[src/design/rsag_pkg.sv]
`default_nettype none
// ----------------------------------------------------------------------------
// rsag_pkg
// Shared types and constants of the row scatter-add gradient unit.
// ----------------------------------------------------------------------------
package rsag_pkg;

    localparam int DATA_W       = 32;
    localparam int POS_W        = 6;
    localparam int CFG_RW_W     = 7;
    localparam int CFG_SPR_W    = 11;
    localparam int CFG_DATA_W   = 11;
    localparam int CFG_IDX_W    = 2;
    localparam int CNT_W        = 10;
    localparam int QDEPTH       = 4;
    localparam int QAW          = 2;

    localparam int DEF_MAX_ROW_WIDTH = 64;
    localparam int DEF_MAX_SAMPLES   = 1024;

    localparam logic [CFG_IDX_W-1:0] CFG_ROW_WIDTH       = 2'd0;
    localparam logic [CFG_IDX_W-1:0] CFG_SAMPLES_PER_ROW = 2'd1;

    localparam logic [CFG_RW_W-1:0]  RST_ROW_WIDTH = 7'd64;
    localparam logic [CFG_SPR_W-1:0] RST_SAMPLES   = 11'd1;

    typedef struct packed {
        logic signed [DATA_W-1:0] grad_in;
        logic signed [DATA_W-1:0] sample_index;
    } t_in;

    typedef struct packed {
        logic signed [DATA_W-1:0] grad_sum;
        logic [POS_W-1:0]         position;
        logic                     row_last;
        logic                     index_error;
    } t_out;

    // classified item handed from front to back
    typedef struct packed {
        logic signed [DATA_W-1:0] grad;
        logic [POS_W-1:0]         addr;
        logic                     add;
        logic                     last;
        logic                     err;
    } t_work;

    typedef enum logic [1:0] {
        BK_RUN,
        BK_READ,
        BK_SHOW
    } t_back_state;

    function automatic logic [DATA_W-1:0] sat_add(input logic [DATA_W-1:0] a,
                                                  input logic [DATA_W-1:0] b);
        logic [DATA_W:0] s;
        s = {a[DATA_W-1], a} + {b[DATA_W-1], b};
        if (s[DATA_W] != s[DATA_W-1]) begin
            return s[DATA_W] ? {1'b1, {(DATA_W-1){1'b0}}} : {1'b0, {(DATA_W-1){1'b1}}};
        end
        return s[DATA_W-1:0];
    endfunction

endpackage
`default_nettype wire

[src/design/rsag_queue.sv]
`default_nettype none
// ----------------------------------------------------------------------------
// rsag_queue
// Short register queue between the classifying front and the accumulating back.
// ----------------------------------------------------------------------------
module rsag_queue
    import rsag_pkg::*;
(
    input  wire logic  i_clk,
    input  wire logic  i_rst_n,
    input  wire logic  i_push,
    input  wire t_work i_entry,
    output logic       o_full,
    input  wire logic  i_pop,
    output logic       o_valid,
    output t_work      o_head
);

    t_work            r_q [QDEPTH];
    logic [QAW-1:0]   r_wp;
    logic [QAW-1:0]   r_rp;
    logic [QAW:0]     r_cnt;

    assign o_full  = (r_cnt == (QAW+1)'(QDEPTH));
    assign o_valid = (r_cnt != '0);
    assign o_head  = r_q[r_rp];

    always_ff @(posedge i_clk) begin
        if (i_push) begin
            r_q[r_wp] <= i_entry;
        end
    end

    always_ff @(posedge i_clk) begin
        if (!i_rst_n) begin
            r_wp  <= '0;
            r_rp  <= '0;
            r_cnt <= '0;
        end else begin
            if (i_push) begin
                r_wp <= r_wp + 1'b1;
            end
            if (i_pop) begin
                r_rp <= r_rp + 1'b1;
            end
            case ({i_push, i_pop})
                2'b10:   r_cnt <= r_cnt + 1'b1;
                2'b01:   r_cnt <= r_cnt - 1'b1;
                default: r_cnt <= r_cnt;
            endcase
        end
    end

endmodule
`default_nettype wire

[src/design/rsag_front.sv]
`default_nettype none
// ----------------------------------------------------------------------------
// rsag_front
// Accepts items, checks the index, counts items per row and marks row ends.
// ----------------------------------------------------------------------------
module rsag_front
    import rsag_pkg::*;
#(
    parameter int MAX_SAMPLES = DEF_MAX_SAMPLES
) (
    input  wire logic                 i_clk,
    input  wire logic                 i_rst_n,
    input  wire logic                 i_valid,
    input  wire t_in                  i_data,
    output logic                      o_stall,
    input  wire logic [CFG_RW_W-1:0]  i_eff_width,
    input  wire logic [CFG_SPR_W-1:0] i_samples,
    input  wire logic                 i_full,
    output logic                      o_push,
    output t_work                     o_entry
);

    localparam int SW = $clog2(MAX_SAMPLES + 1) > CFG_SPR_W ?
                        $clog2(MAX_SAMPLES + 1) : CFG_SPR_W;

    logic [SW-1:0]    r_cnt;
    logic             r_err;
    logic [SW-1:0]    n_cnt;
    logic             n_err;
    logic [SW-1:0]    eff_samples;
    logic             idx_ok;
    logic             complete;

    always_comb begin
        if (i_samples == '0) begin
            eff_samples = SW'(1);
        end else if (SW'(i_samples) > SW'(MAX_SAMPLES)) begin
            eff_samples = SW'(MAX_SAMPLES);
        end else begin
            eff_samples = SW'(i_samples);
        end
    end

    assign idx_ok = !i_data.sample_index[DATA_W-1]
                  && (i_data.sample_index[DATA_W-2:CFG_RW_W] == '0)
                  && (i_data.sample_index[CFG_RW_W-1:0] < i_eff_width);

    assign complete = !((r_cnt + SW'(1)) < eff_samples);

    assign o_stall = i_full;
    assign o_push  = i_valid && !i_full;

    always_comb begin
        o_entry.grad = i_data.grad_in;
        o_entry.addr = i_data.sample_index[POS_W-1:0];
        o_entry.add  = idx_ok;
        o_entry.last = complete;
        o_entry.err  = r_err || !idx_ok;
        n_cnt = r_cnt;
        n_err = r_err;
        if (o_push) begin
            n_cnt = complete ? '0 : r_cnt + 1'b1;
            n_err = complete ? 1'b0 : (r_err || !idx_ok);
        end
    end

    always_ff @(posedge i_clk) begin
        if (!i_rst_n) begin
            r_cnt <= '0;
            r_err <= 1'b0;
        end else begin
            r_cnt <= n_cnt;
            r_err <= n_err;
        end
    end

endmodule
`default_nettype wire

[src/design/rsag_back.sv]
`default_nettype none
// ----------------------------------------------------------------------------
// rsag_back
// Read-modify-write accumulation into the row store and drain of finished rows.
// ----------------------------------------------------------------------------
module rsag_back
    import rsag_pkg::*;
#(
    parameter int MAX_ROW_WIDTH = DEF_MAX_ROW_WIDTH
) (
    input  wire logic                i_clk,
    input  wire logic                i_rst_n,
    input  wire logic [CFG_RW_W-1:0] i_eff_width,
    input  wire logic                i_q_valid,
    input  wire t_work               i_q_head,
    output logic                     o_pop,
    output logic                     o_valid,
    output t_out                     o_data,
    input  wire logic                i_stall
);

    localparam int AW = (MAX_ROW_WIDTH > 1) ? $clog2(MAX_ROW_WIDTH) : 1;

    logic [DATA_W-1:0]        r_mem [MAX_ROW_WIDTH];
    logic [MAX_ROW_WIDTH-1:0] r_vld;
    logic [DATA_W-1:0]        r_rd;
    logic                     r_rdv;

    t_back_state      r_state;
    t_back_state      n_state;
    logic [AW-1:0]    r_k;
    logic [AW-1:0]    n_k;
    logic             r_derr;
    logic             n_derr;
    logic             clr;

    logic             r_b_valid;
    t_work            r_b;
    logic             r_fwd_hit;
    logic [DATA_W-1:0] r_fwd_val;

    logic [AW-1:0]     rd_addr;
    logic [DATA_W-1:0] old_val;
    logic [DATA_W-1:0] sum;
    logic              b_we;
    logic              k_last;

    assign o_pop   = (r_state == BK_RUN) && i_q_valid && !(r_b_valid && r_b.last);
    assign rd_addr = (r_state == BK_RUN) ? i_q_head.addr[AW-1:0] : r_k;
    assign old_val = r_fwd_hit ? r_fwd_val : (r_rdv ? r_rd : '0);
    assign sum     = sat_add(old_val, r_b.grad);
    assign b_we    = r_b_valid && r_b.add;
    assign k_last  = ((CFG_RW_W'(r_k) + CFG_RW_W'(1)) == i_eff_width);

    // row store
    always_ff @(posedge i_clk) begin
        if (b_we) begin
            r_mem[r_b.addr[AW-1:0]] <= sum;
        end
    end

    always_ff @(posedge i_clk) begin
        r_rd      <= r_mem[rd_addr];
        r_rdv     <= r_vld[rd_addr];
        r_fwd_hit <= b_we && (r_b.addr[AW-1:0] == i_q_head.addr[AW-1:0]);
        r_fwd_val <= sum;
        r_b       <= i_q_head;
    end

    always_ff @(posedge i_clk) begin
        if (!i_rst_n) begin
            r_vld <= '0;
        end else if (clr) begin
            r_vld <= '0;
        end else if (b_we) begin
            r_vld[r_b.addr[AW-1:0]] <= 1'b1;
        end
    end

    always_comb begin
        n_state = r_state;
        n_k     = r_k;
        n_derr  = r_derr;
        clr     = 1'b0;
        o_valid = 1'b0;
        case (r_state)
            BK_RUN: begin
                if (r_b_valid && r_b.last) begin
                    n_state = BK_READ;
                    n_k     = '0;
                    n_derr  = r_b.err;
                end
            end
            BK_READ: begin
                n_state = BK_SHOW;
            end
            BK_SHOW: begin
                o_valid = 1'b1;
                if (!i_stall) begin
                    if (k_last) begin
                        clr     = 1'b1;
                        n_state = BK_RUN;
                    end else begin
                        n_k     = r_k + 1'b1;
                        n_state = BK_READ;
                    end
                end
            end
            default: begin
                n_state = BK_RUN;
            end
        endcase
    end

    always_ff @(posedge i_clk) begin
        if (!i_rst_n) begin
            r_state   <= BK_RUN;
            r_k       <= '0;
            r_derr    <= 1'b0;
            r_b_valid <= 1'b0;
        end else begin
            r_state   <= n_state;
            r_k       <= n_k;
            r_derr    <= n_derr;
            r_b_valid <= o_pop;
        end
    end

    always_comb begin
        o_data.grad_sum    = r_rdv ? r_rd : '0;
        o_data.position    = POS_W'(r_k);
        o_data.row_last    = k_last;
        o_data.index_error = r_derr;
    end

endmodule
`default_nettype wire

[src/design/row_scatter_add_gradient_unit.sv]
`default_nettype none
// Flow: an accepted item passes the queue and back stage register to the row
// store; a row's first result follows its last item via BK_READ and BK_SHOW.
// Throughput: 1 item per cycle via the pipelined store read-modify-write with
// forwarding, while no row drains; a finished row drains via BK_READ and BK_SHOW
// per position (registered store read); the full 4-entry queue then stalls input.
// Reset: synchronous active low; store valid bits clear at once, no clearing pass.
// ----------------------------------------------------------------------------
// row_scatter_add_gradient_unit
// Scatter-adds gradients into a row store and emits saturated row sums.
// ----------------------------------------------------------------------------
module row_scatter_add_gradient_unit
    import rsag_pkg::*;
#(
    parameter int MAX_ROW_WIDTH = DEF_MAX_ROW_WIDTH,
    parameter int MAX_SAMPLES   = DEF_MAX_SAMPLES
) (
    input  wire logic                  i_clk,
    input  wire logic                  i_rst_n,
    input  wire logic                  i_valid,
    input  wire t_in                   i_data,
    output logic                       o_stall,
    output logic                       o_valid,
    output t_out                       o_data,
    input  wire logic                  i_stall,
    input  wire logic                  i_cfg_we,
    input  wire logic [CFG_IDX_W-1:0]  i_cfg_index,
    input  wire logic [CFG_DATA_W-1:0] i_cfg_data
);

    logic [CFG_RW_W-1:0]  r_row_width;
    logic [CFG_SPR_W-1:0] r_samples;
    logic [CFG_RW_W-1:0]  eff_width;
    logic                 full;
    logic                 push;
    t_work                entry;
    logic                 pop;
    logic                 q_valid;
    t_work                q_head;

    always_ff @(posedge i_clk) begin
        if (!i_rst_n) begin
            r_row_width <= RST_ROW_WIDTH;
            r_samples   <= RST_SAMPLES;
        end else if (i_cfg_we) begin
            if (i_cfg_index == CFG_ROW_WIDTH) begin
                r_row_width <= i_cfg_data[CFG_RW_W-1:0];
            end
            if (i_cfg_index == CFG_SAMPLES_PER_ROW) begin
                r_samples <= i_cfg_data[CFG_SPR_W-1:0];
            end
        end
    end

    always_comb begin
        if (r_row_width == '0) begin
            eff_width = CFG_RW_W'(1);
        end else if (r_row_width > CFG_RW_W'(MAX_ROW_WIDTH)) begin
            eff_width = CFG_RW_W'(MAX_ROW_WIDTH);
        end else begin
            eff_width = r_row_width;
        end
    end

    rsag_front #(
        .MAX_SAMPLES (MAX_SAMPLES)
    ) u_front (
        .i_clk       (i_clk),
        .i_rst_n     (i_rst_n),
        .i_valid     (i_valid),
        .i_data      (i_data),
        .o_stall     (o_stall),
        .i_eff_width (eff_width),
        .i_samples   (r_samples),
        .i_full      (full),
        .o_push      (push),
        .o_entry     (entry)
    );

    rsag_queue u_queue (
        .i_clk   (i_clk),
        .i_rst_n (i_rst_n),
        .i_push  (push),
        .i_entry (entry),
        .o_full  (full),
        .i_pop   (pop),
        .o_valid (q_valid),
        .o_head  (q_head)
    );

    rsag_back #(
        .MAX_ROW_WIDTH (MAX_ROW_WIDTH)
    ) u_back (
        .i_clk       (i_clk),
        .i_rst_n     (i_rst_n),
        .i_eff_width (eff_width),
        .i_q_valid   (q_valid),
        .i_q_head    (q_head),
        .o_pop       (pop),
        .o_valid     (o_valid),
        .o_data      (o_data),
        .i_stall     (i_stall)
    );

`ifndef NO_ASSERTIONS
    // positions stay inside the row
    a_pos_range: assert property (@(posedge i_clk) disable iff (!i_rst_n)
        o_valid |-> (CFG_RW_W'(o_data.position) < eff_width))
        else $error("position beyond row width");

    // row end flag marks exactly the final position
    a_last_pos: assert property (@(posedge i_clk) disable iff (!i_rst_n)
        o_valid |-> (o_data.row_last ==
                     ((CFG_RW_W'(o_data.position) + CFG_RW_W'(1)) == eff_width)))
        else $error("row_last not on final position");

    // drain walks positions in order
    a_pos_step: assert property (@(posedge i_clk) disable iff (!i_rst_n)
        (o_valid && !i_stall && !o_data.row_last) |-> ##2
        (o_valid && (o_data.position == POS_W'($past(o_data.position, 2) + 1'b1))))
        else $error("drain position skipped");
`endif

endmodule
`default_nettype wire
[config.mk]
export PLATFORM = sky130hd
export DESIGN_NAME = row_scatter_add_gradient_unit
export DESIGN_NICKNAME = d
export VERILOG_FILES = /design/src/design/rsag_pkg.sv /design/src/design/rsag_queue.sv /design/src/design/rsag_front.sv /design/src/design/rsag_back.sv /design/src/design/row_scatter_add_gradient_unit.sv
export SDC_FILE = /design/constraint.sdc
export NUM_CORES = 2
export LEC_CHECK = 0
export ABC_CLOCK_PERIOD_IN_PS = 11000
export BUFFER_PORTS_ARGS = -buffer_cell sky130_fd_sc_hd__buf_2
export CAP_MARGIN = 20
export CORE_MARGIN = 1
export CORE_UTILIZATION = 55
export DETAILED_ROUTE_END_ITERATION = 10
export GPL_ROUTABILITY_DRIVEN = 0
export PLACE_DENSITY = 0.71
export SLEW_MARGIN = 20
export SYNTH_ARGS = -nofsm -noshare
export SYNTH_HDL_FRONTEND = slang
export SYNTH_SLANG_ARGS = --single-unit
[constraint.sdc]
create_clock -name i_clk -period 11 [get_ports i_clk]
set_input_delay 0.55 -clock i_clk [delete_from_list [all_inputs] [get_ports i_clk]]
set_output_delay 0.55 -clock i_clk [all_outputs]
set_load 0.1 [all_outputs]
**Word level (Yosys, flattened, before mapping)**

Memories as Yosys holds them, arrays and structs flattened. A register that Yosys moved wholly into a read port is not among the register bits.
Cells that the tools add are included.

- Add/sub/neg operators: 8
- Magnitude comparators: 7
- Equal/unequal tests: 12
- Muxes and demuxes: 36
- Bitwise operators: 2
- Reduce and logical (&&, ||, !) cells: 29

Operators by type and width:

| operator | number |
|---|---|
| $mux 32 | 5 |
| $or 64x64->64 | 1 |
| $add 32x32->33 | 1 |
| $mux 11 | 3 |
| $logic_not 24->1 | 1 |
| $mux 6 | 4 |
| $lt 6x7->1 const B | 2 |
| $mux 7 | 2 |
| $mux 1 | 13 |
| $pmux 6 s2 | 1 |
| $add 11x1->11 const B | 1 |
| $gt 11x11->1 const B | 1 |
| $logic_not 11->1 | 1 |
| $lt 11x11->1 | 1 |
| $logic_and 1x1->1 | 9 |
| $mux 2 | 4 |
| $reduce_and 2->1 | 4 |
| $add 6x1->7 const B | 1 |
| $eq 7x7->1 | 1 |
| $gt 7x7->1 const B | 1 |
| $logic_not 7->1 | 1 |
| $lt 7x7->1 | 1 |
| $add 6x1->6 const B | 1 |
| $bmux 1 s6 | 1 |
| 21 further kinds | 33 |

- Register bits after elaboration: 186
- RAM bits: 2212
- Input bits: 82
- Output and inout bits: 42
- Word-level logic and storage cells: 116
- Memories: 2

Memories:

| name | depth | width | read ports | clocked after Yosys merged registers in | write ports | RTL line | text |
|---|---|---|---|---|---|---|---|
| u_back.r_mem | 64 | 32 | 1 | 1 | 1 | rsag_back.sv:24 | `logic [DATA_W-1:0] r_mem [MAX_ROW_WIDTH];` |
| u_queue.r_q | 4 | 41 | 1 | 1 | 1 | rsag_queue.sv:19 | `t_work r_q [QDEPTH];` |

**Longest topological paths before layout**

- Depth after elaboration: 8
- Mapped depth: 15
- Depth with buffers taken out: 12

**By module**

From an unflattened synthesis, not the netlist that was laid out.

- Cell total of the unflattened synthesis: 4874
- Area total of the unflattened synthesis: 95267.6 µm²

By module, submodules not included:

| module | instances | cells an instance | area each (µm²) | seq. area each (µm²) |
|---|---|---|---|---|
| rsag_back | 1 | 4343 | 86591.8 | 65122.5 |
| rsag_queue | 1 | 257 | 6409.9 | 5104.9 |
| rsag_front | 1 | 191 | 1496.4 | 240.2 |
| row_scatter_add_gradient_unit | 1 | 83 | 769.5 | 360.3 |

**Worst setup path before layout**

No wires, ideal clock.

- Path type: reg2reg
- Start point: reg u_back.r_rdv
- End point: mem u_back.r_mem[0][27], data pin
- Library setup time: 0.708 ns
- Arrival: 5.978 ns
- Data required time: 10.292 ns
- Path slack: 4.313 ns
- Stages on the path, launching flop included: 14
- Buffers on the path: 2
- Period minus slack after synthesis: 6.687 ns
- Cells stage by stage: dfxtp_1 -> clkbuf_1 -> and2_1 -> mux2_2 -> ha_1 -> clkbuf_1 -> a21o_1 -> a21oi_1 -> o221ai_1 -> a21oi_1 -> a21bo_2 -> a31oi_1 -> xor2_1 -> o21ai_0

RTL lines:

| item | RTL line | text |
|---|---|---|
| start: declaration | rsag_back.sv:27 | `logic r_rdv;` |
| start signal: assignment | rsag_back.sv:64 | `r_rdv <= r_vld[rd_addr];` |
| end: declaration | rsag_back.sv:24 |  |

**Final worst setup path**

- Start point: reg u_back.r_rdv
- End point: mem u_back.r_mem[4][2], data pin

- Longest elaborated chain between the ends: 6
- Elaborated cells between the ends (all ways): 8
- Those cells by class: add/sub (1); eq/ne (1); mux (6)

RTL lines:

| item | RTL line | text |
|---|---|---|
| $mux 32 * (2 in a row) | rsag_back.sv:50 | `assign old_val = r_fwd_hit ? r_fwd_val : (r_rdv ? r_rd : '0);` |
| $add 32x32->33 * | rsag_pkg.sv:57 | `s = {a[DATA_W-1], a} + {b[DATA_W-1], b};` |
| $mux 32 / $ne 1x1->1 (equally long branches) | rsag_pkg.sv:59, rsag_pkg.sv:58 |  |
| $mux 32 / $mux 1 (equally long branches) | rsag_pkg.sv:58 | `if (s[DATA_W] != s[DATA_W-1]) begin` |
| $mux 32 * | rsag_pkg.sv:61 | `return s[DATA_W-1:0];` |
| named net u_back.sum[2] | rsag_back.sv:44 | `logic [DATA_W-1:0] sum;` |

Mark *: on every way through the listed nets, which the timed path passes. The rest lies on a longest branch. The select of a mux whose other input is x is not followed.

==> impl_metrics.ini <==
[run_status]
status = complete, no violations

[sta]
slew_violations = 0
max_slew_margin = 0.1890
fin_setup_tns_ns = 0
max_freq_mhz = 165.8
finalSetupViolCount = 0
fin_crit_sh = 0.5484
hold_violations = 0
fin_skew_ns = 0.04108
tightest_slew_ns = 1.204
period_minus_slack_ns = 6.033
rsz0062_at_grt = false

[logic_synthesis]
syn_area_um2 = 96890
synth_nets = 6944
synth_seq_cells = 2432
synth-edff-count = 2212
async_reset_ff_frac = 0
avgSynthCellArea_um2 = 14.24
synthCells = 6805
ys_seq_area_frac = 0.7310
yosysWarnings = 0
synth_top_cell_area_share = 0.6855
synth_area_leaders = edfxtp_1 69%, nand2_1 5.1%, mux2i_1 4.6%
synth_cell_types = 84
synth_flop_cell = edfxtp_1
yosysTopAreaCell = edfxtp_1

[layout]
n_fill_cell = 12410
drive_gt1_frac = 0.1254
final_core_util = 0.6249
nets = 7102
syn2layout_area_growth_pct = 12.47

[clock_network]
cts_max_path_buffers = 3
cts_setup_buffers = 0
cts_tree = built
clock_latency_ns = 0.89
cts_buffers = 223
clkTransAtPathRegs_ns = 0.07
cts_resized = 0
cts_root_buf = clkbuf_16
cts.sinks = 2432
htree_levels = 4

[grt]
grt_pass1_wl_um = 415000
gr-usage-met1 = 0.4293
grt_pass1_vias = 59280
gr-usage-all-layers = 0.3245
grt_antenna_before_repair = 25
grtUsageMet3 = 0.08465
grt-ovfl-total = 0
grt_busiest_layer = met2
grt_start_max_net_pins = 164
grtUsageMet2 = 0.4901

[critical_path]
critical_path.top_delay_family = compound AO/OA/AOI/OAI gates
startpoint_type = register
worst_setup_path_end_kind = register
arrival_ns = 6.65
crit_buf_inv = 2
cp_cell_sequence = and2_1 > mux2_2 > ha_1 > o21ai_0 > o211ai_1 > nand2_1 > o41ai_1 > a31oi_1 > xnor2_1 > buf_4 > nand2_4 > a21oi_4 > buf_4
required_ns = 11.62
cpMostUsedCell = buf_4
crit_path_top_delay_cell = dfxtp_1
crit_fanout = 33
critical_path_class = register to register
max_stage_delay_ns = 1.01

[drt]
wl_per_cell_um = 30.91
drt_first_pass_iters = 8
ant_nets = 0
routed_via_density = 6.586
drt_wl_total_um = 294100
num_vias = 62650
drtIter0Drc = 9458
drc = 0

[die]
row_count = 153
dieWidth_um = 421.7
ios = 124
dieArea_um2 = 177900
initial_utilization = 0.5556
die_h_um = 421.7
core_area_um2 = 174400

[placement]
dp_hpwl_um = 155200
port_buffers = 123

[flow_run]
drv_cap = 0

[worst_hold_path]
hold_path_class = primary input to register
[Yosys cell counts, types with 28 or more instances]
cell type / number
xnor2_1: 33
a31oi_1: 65
buf_2: 168
mux2i_1: 441
a221oi_1: 208
and3_1: 37
mux4_2: 39
mux2_2: 39
nand2_1: 1307
a32oi_1: 42
a211oi_1: 34
nor3_1: 49
and2_1: 49
clkbuf_1: 169
nand4_1: 35
nand3_1: 598
o21ai_0: 79
buf_1: 44
a21oi_1: 297
nor2_1: 119
dfxtp_1: 220
nor4_1: 33
o21a_1: 72
inv_1: 32
edfxtp_1: 2212
ha_1: 55
nor2b_1: 28
[per-layer routing]
metal,vias up,routed length [µm]
li1,26200,-
met1,31130,105600
met2,4483,131300
met4,8,18380
met3,830,38740
met5,-,59
[metrics by stage]
| stage | instance area, µm² | cells | worst slack [ns] | hold slack [ns] |
|---|---|---|---|---|
| floorplan | 96890 | 6805 | 4.313 | 0.4400 |
| global placement | 100900 | 9006 | 4.414 | 0.4454 |
| detailed placement | 101000 | 9013 | 4.791 | 0.4522 |
| CTS | 108900 | 9485 | 4.779 | 0.1245 |
| global route | 109000 | 9505 | 4.697 | 0.2070 |
| finish | 109000 | 9512 | 4.967 | 0.1802 |
[sequential cells by signal (all words and copies together) (netlist names), 2 cells and up, named ones only]
signal	flops
r_row_width	7
r_samples	11
u_back.r_b	41
u_back.r_fwd_val	32
u_back.r_k	6
u_back.r_mem	2048
u_back.r_rd	32
u_back.r_state	2
u_back.r_vld	64
u_front.r_cnt	11
u_queue.r_cnt	3
u_queue.r_q	164
u_queue.r_rp	2
u_queue.r_wp	2
[kinds of logic (layout without fill, tap and decap cells)]
| kind of cell | Yosys count | count (layout) | synth area share |
|---|---|---|---|
| fa+ha+maj | 63 | 63 | 0.008135 |
| xor+xnor | 52 | 52 | 0.004855 |
| buf+inv | 465 | 820 | 0.02306 |
| flops | 2432 | 2432 | 0.7310 |
| other cells | 0 | 27 | 0 |
| simple gates | 2320 | 2320 | 0.1053 |
| mux | 519 | 519 | 0.05916 |
| compound gates | 954 | 954 | 0.06854 |
[layout by cell type (no fill, tap or decap), types with 67 or more instances in the layout]
| master | count |
|---|---|
| a21oi_1 | 281 |
| nand2_1 | 1303 |
| a221oi_1 | 208 |
| clkbuf_16 | 235 |
| buf_4 | 171 |
| o21a_1 | 72 |
| edfxtp_1 | 2212 |
| mux2i_1 | 438 |
| nor2_4 | 67 |
| buf_2 | 123 |
| dfxtp_1 | 218 |
| nand3_1 | 598 |
[worst register-to-register path: cells and delay by family (launching register included)]
kind | cells | cell delay, ns
fa+ha+maj | 1 | 0.22
mux | 1 | 0.15
flops | 1 | 1.01
buf+inv | 2 | 0.79
compound gates | 5 | 2.54
simple gates | 3 | 0.82
xor+xnor | 1 | 0.23
[what timing repair did]
item / CTS / global route
endpoints found under the hold margin: 171 / 0
hold buffers: 50 / 0
setup endpoints to repair: 0 / 0
[cell type report]
| cell class | instances | area [µm²] | share of cell area |
|---|---|---|---|
| clock inverter | 115 | 1002 | 0.009197 |
| clock buffer | 307 | 6371 | 0.05847 |
| timing repair buffer | 364 | 2769 | 0.02541 |
| antenna | 27 | 67.56 | 0.0006200 |
| tap | 2325 | 2909 | 0.02670 |
| inverter | 34 | 127.6 | 0.001171 |
| sequential | 2432 | 70830 | 0.6500 |
| multi-input combinational | 3908 | 24900 | 0.2285 |
[final timing paths]
check,start,endpoint,cells past startpoint,slack [ns]
worst min-delay path,i_cfg_index[1],r_row_width[6],4,0.18
worst max-delay path,u_back.r_rdv,u_back.r_mem[4][2],13,4.97
worst min register to register,u_back.r_vld[34],u_back.r_vld[34],1,0.46
worst max register to register,u_back.r_rdv,u_back.r_mem[4][2],13,4.97
Power is not shown: default switching activity piles up to over one toggle a cycle in this logic, so the estimate is an artifact.
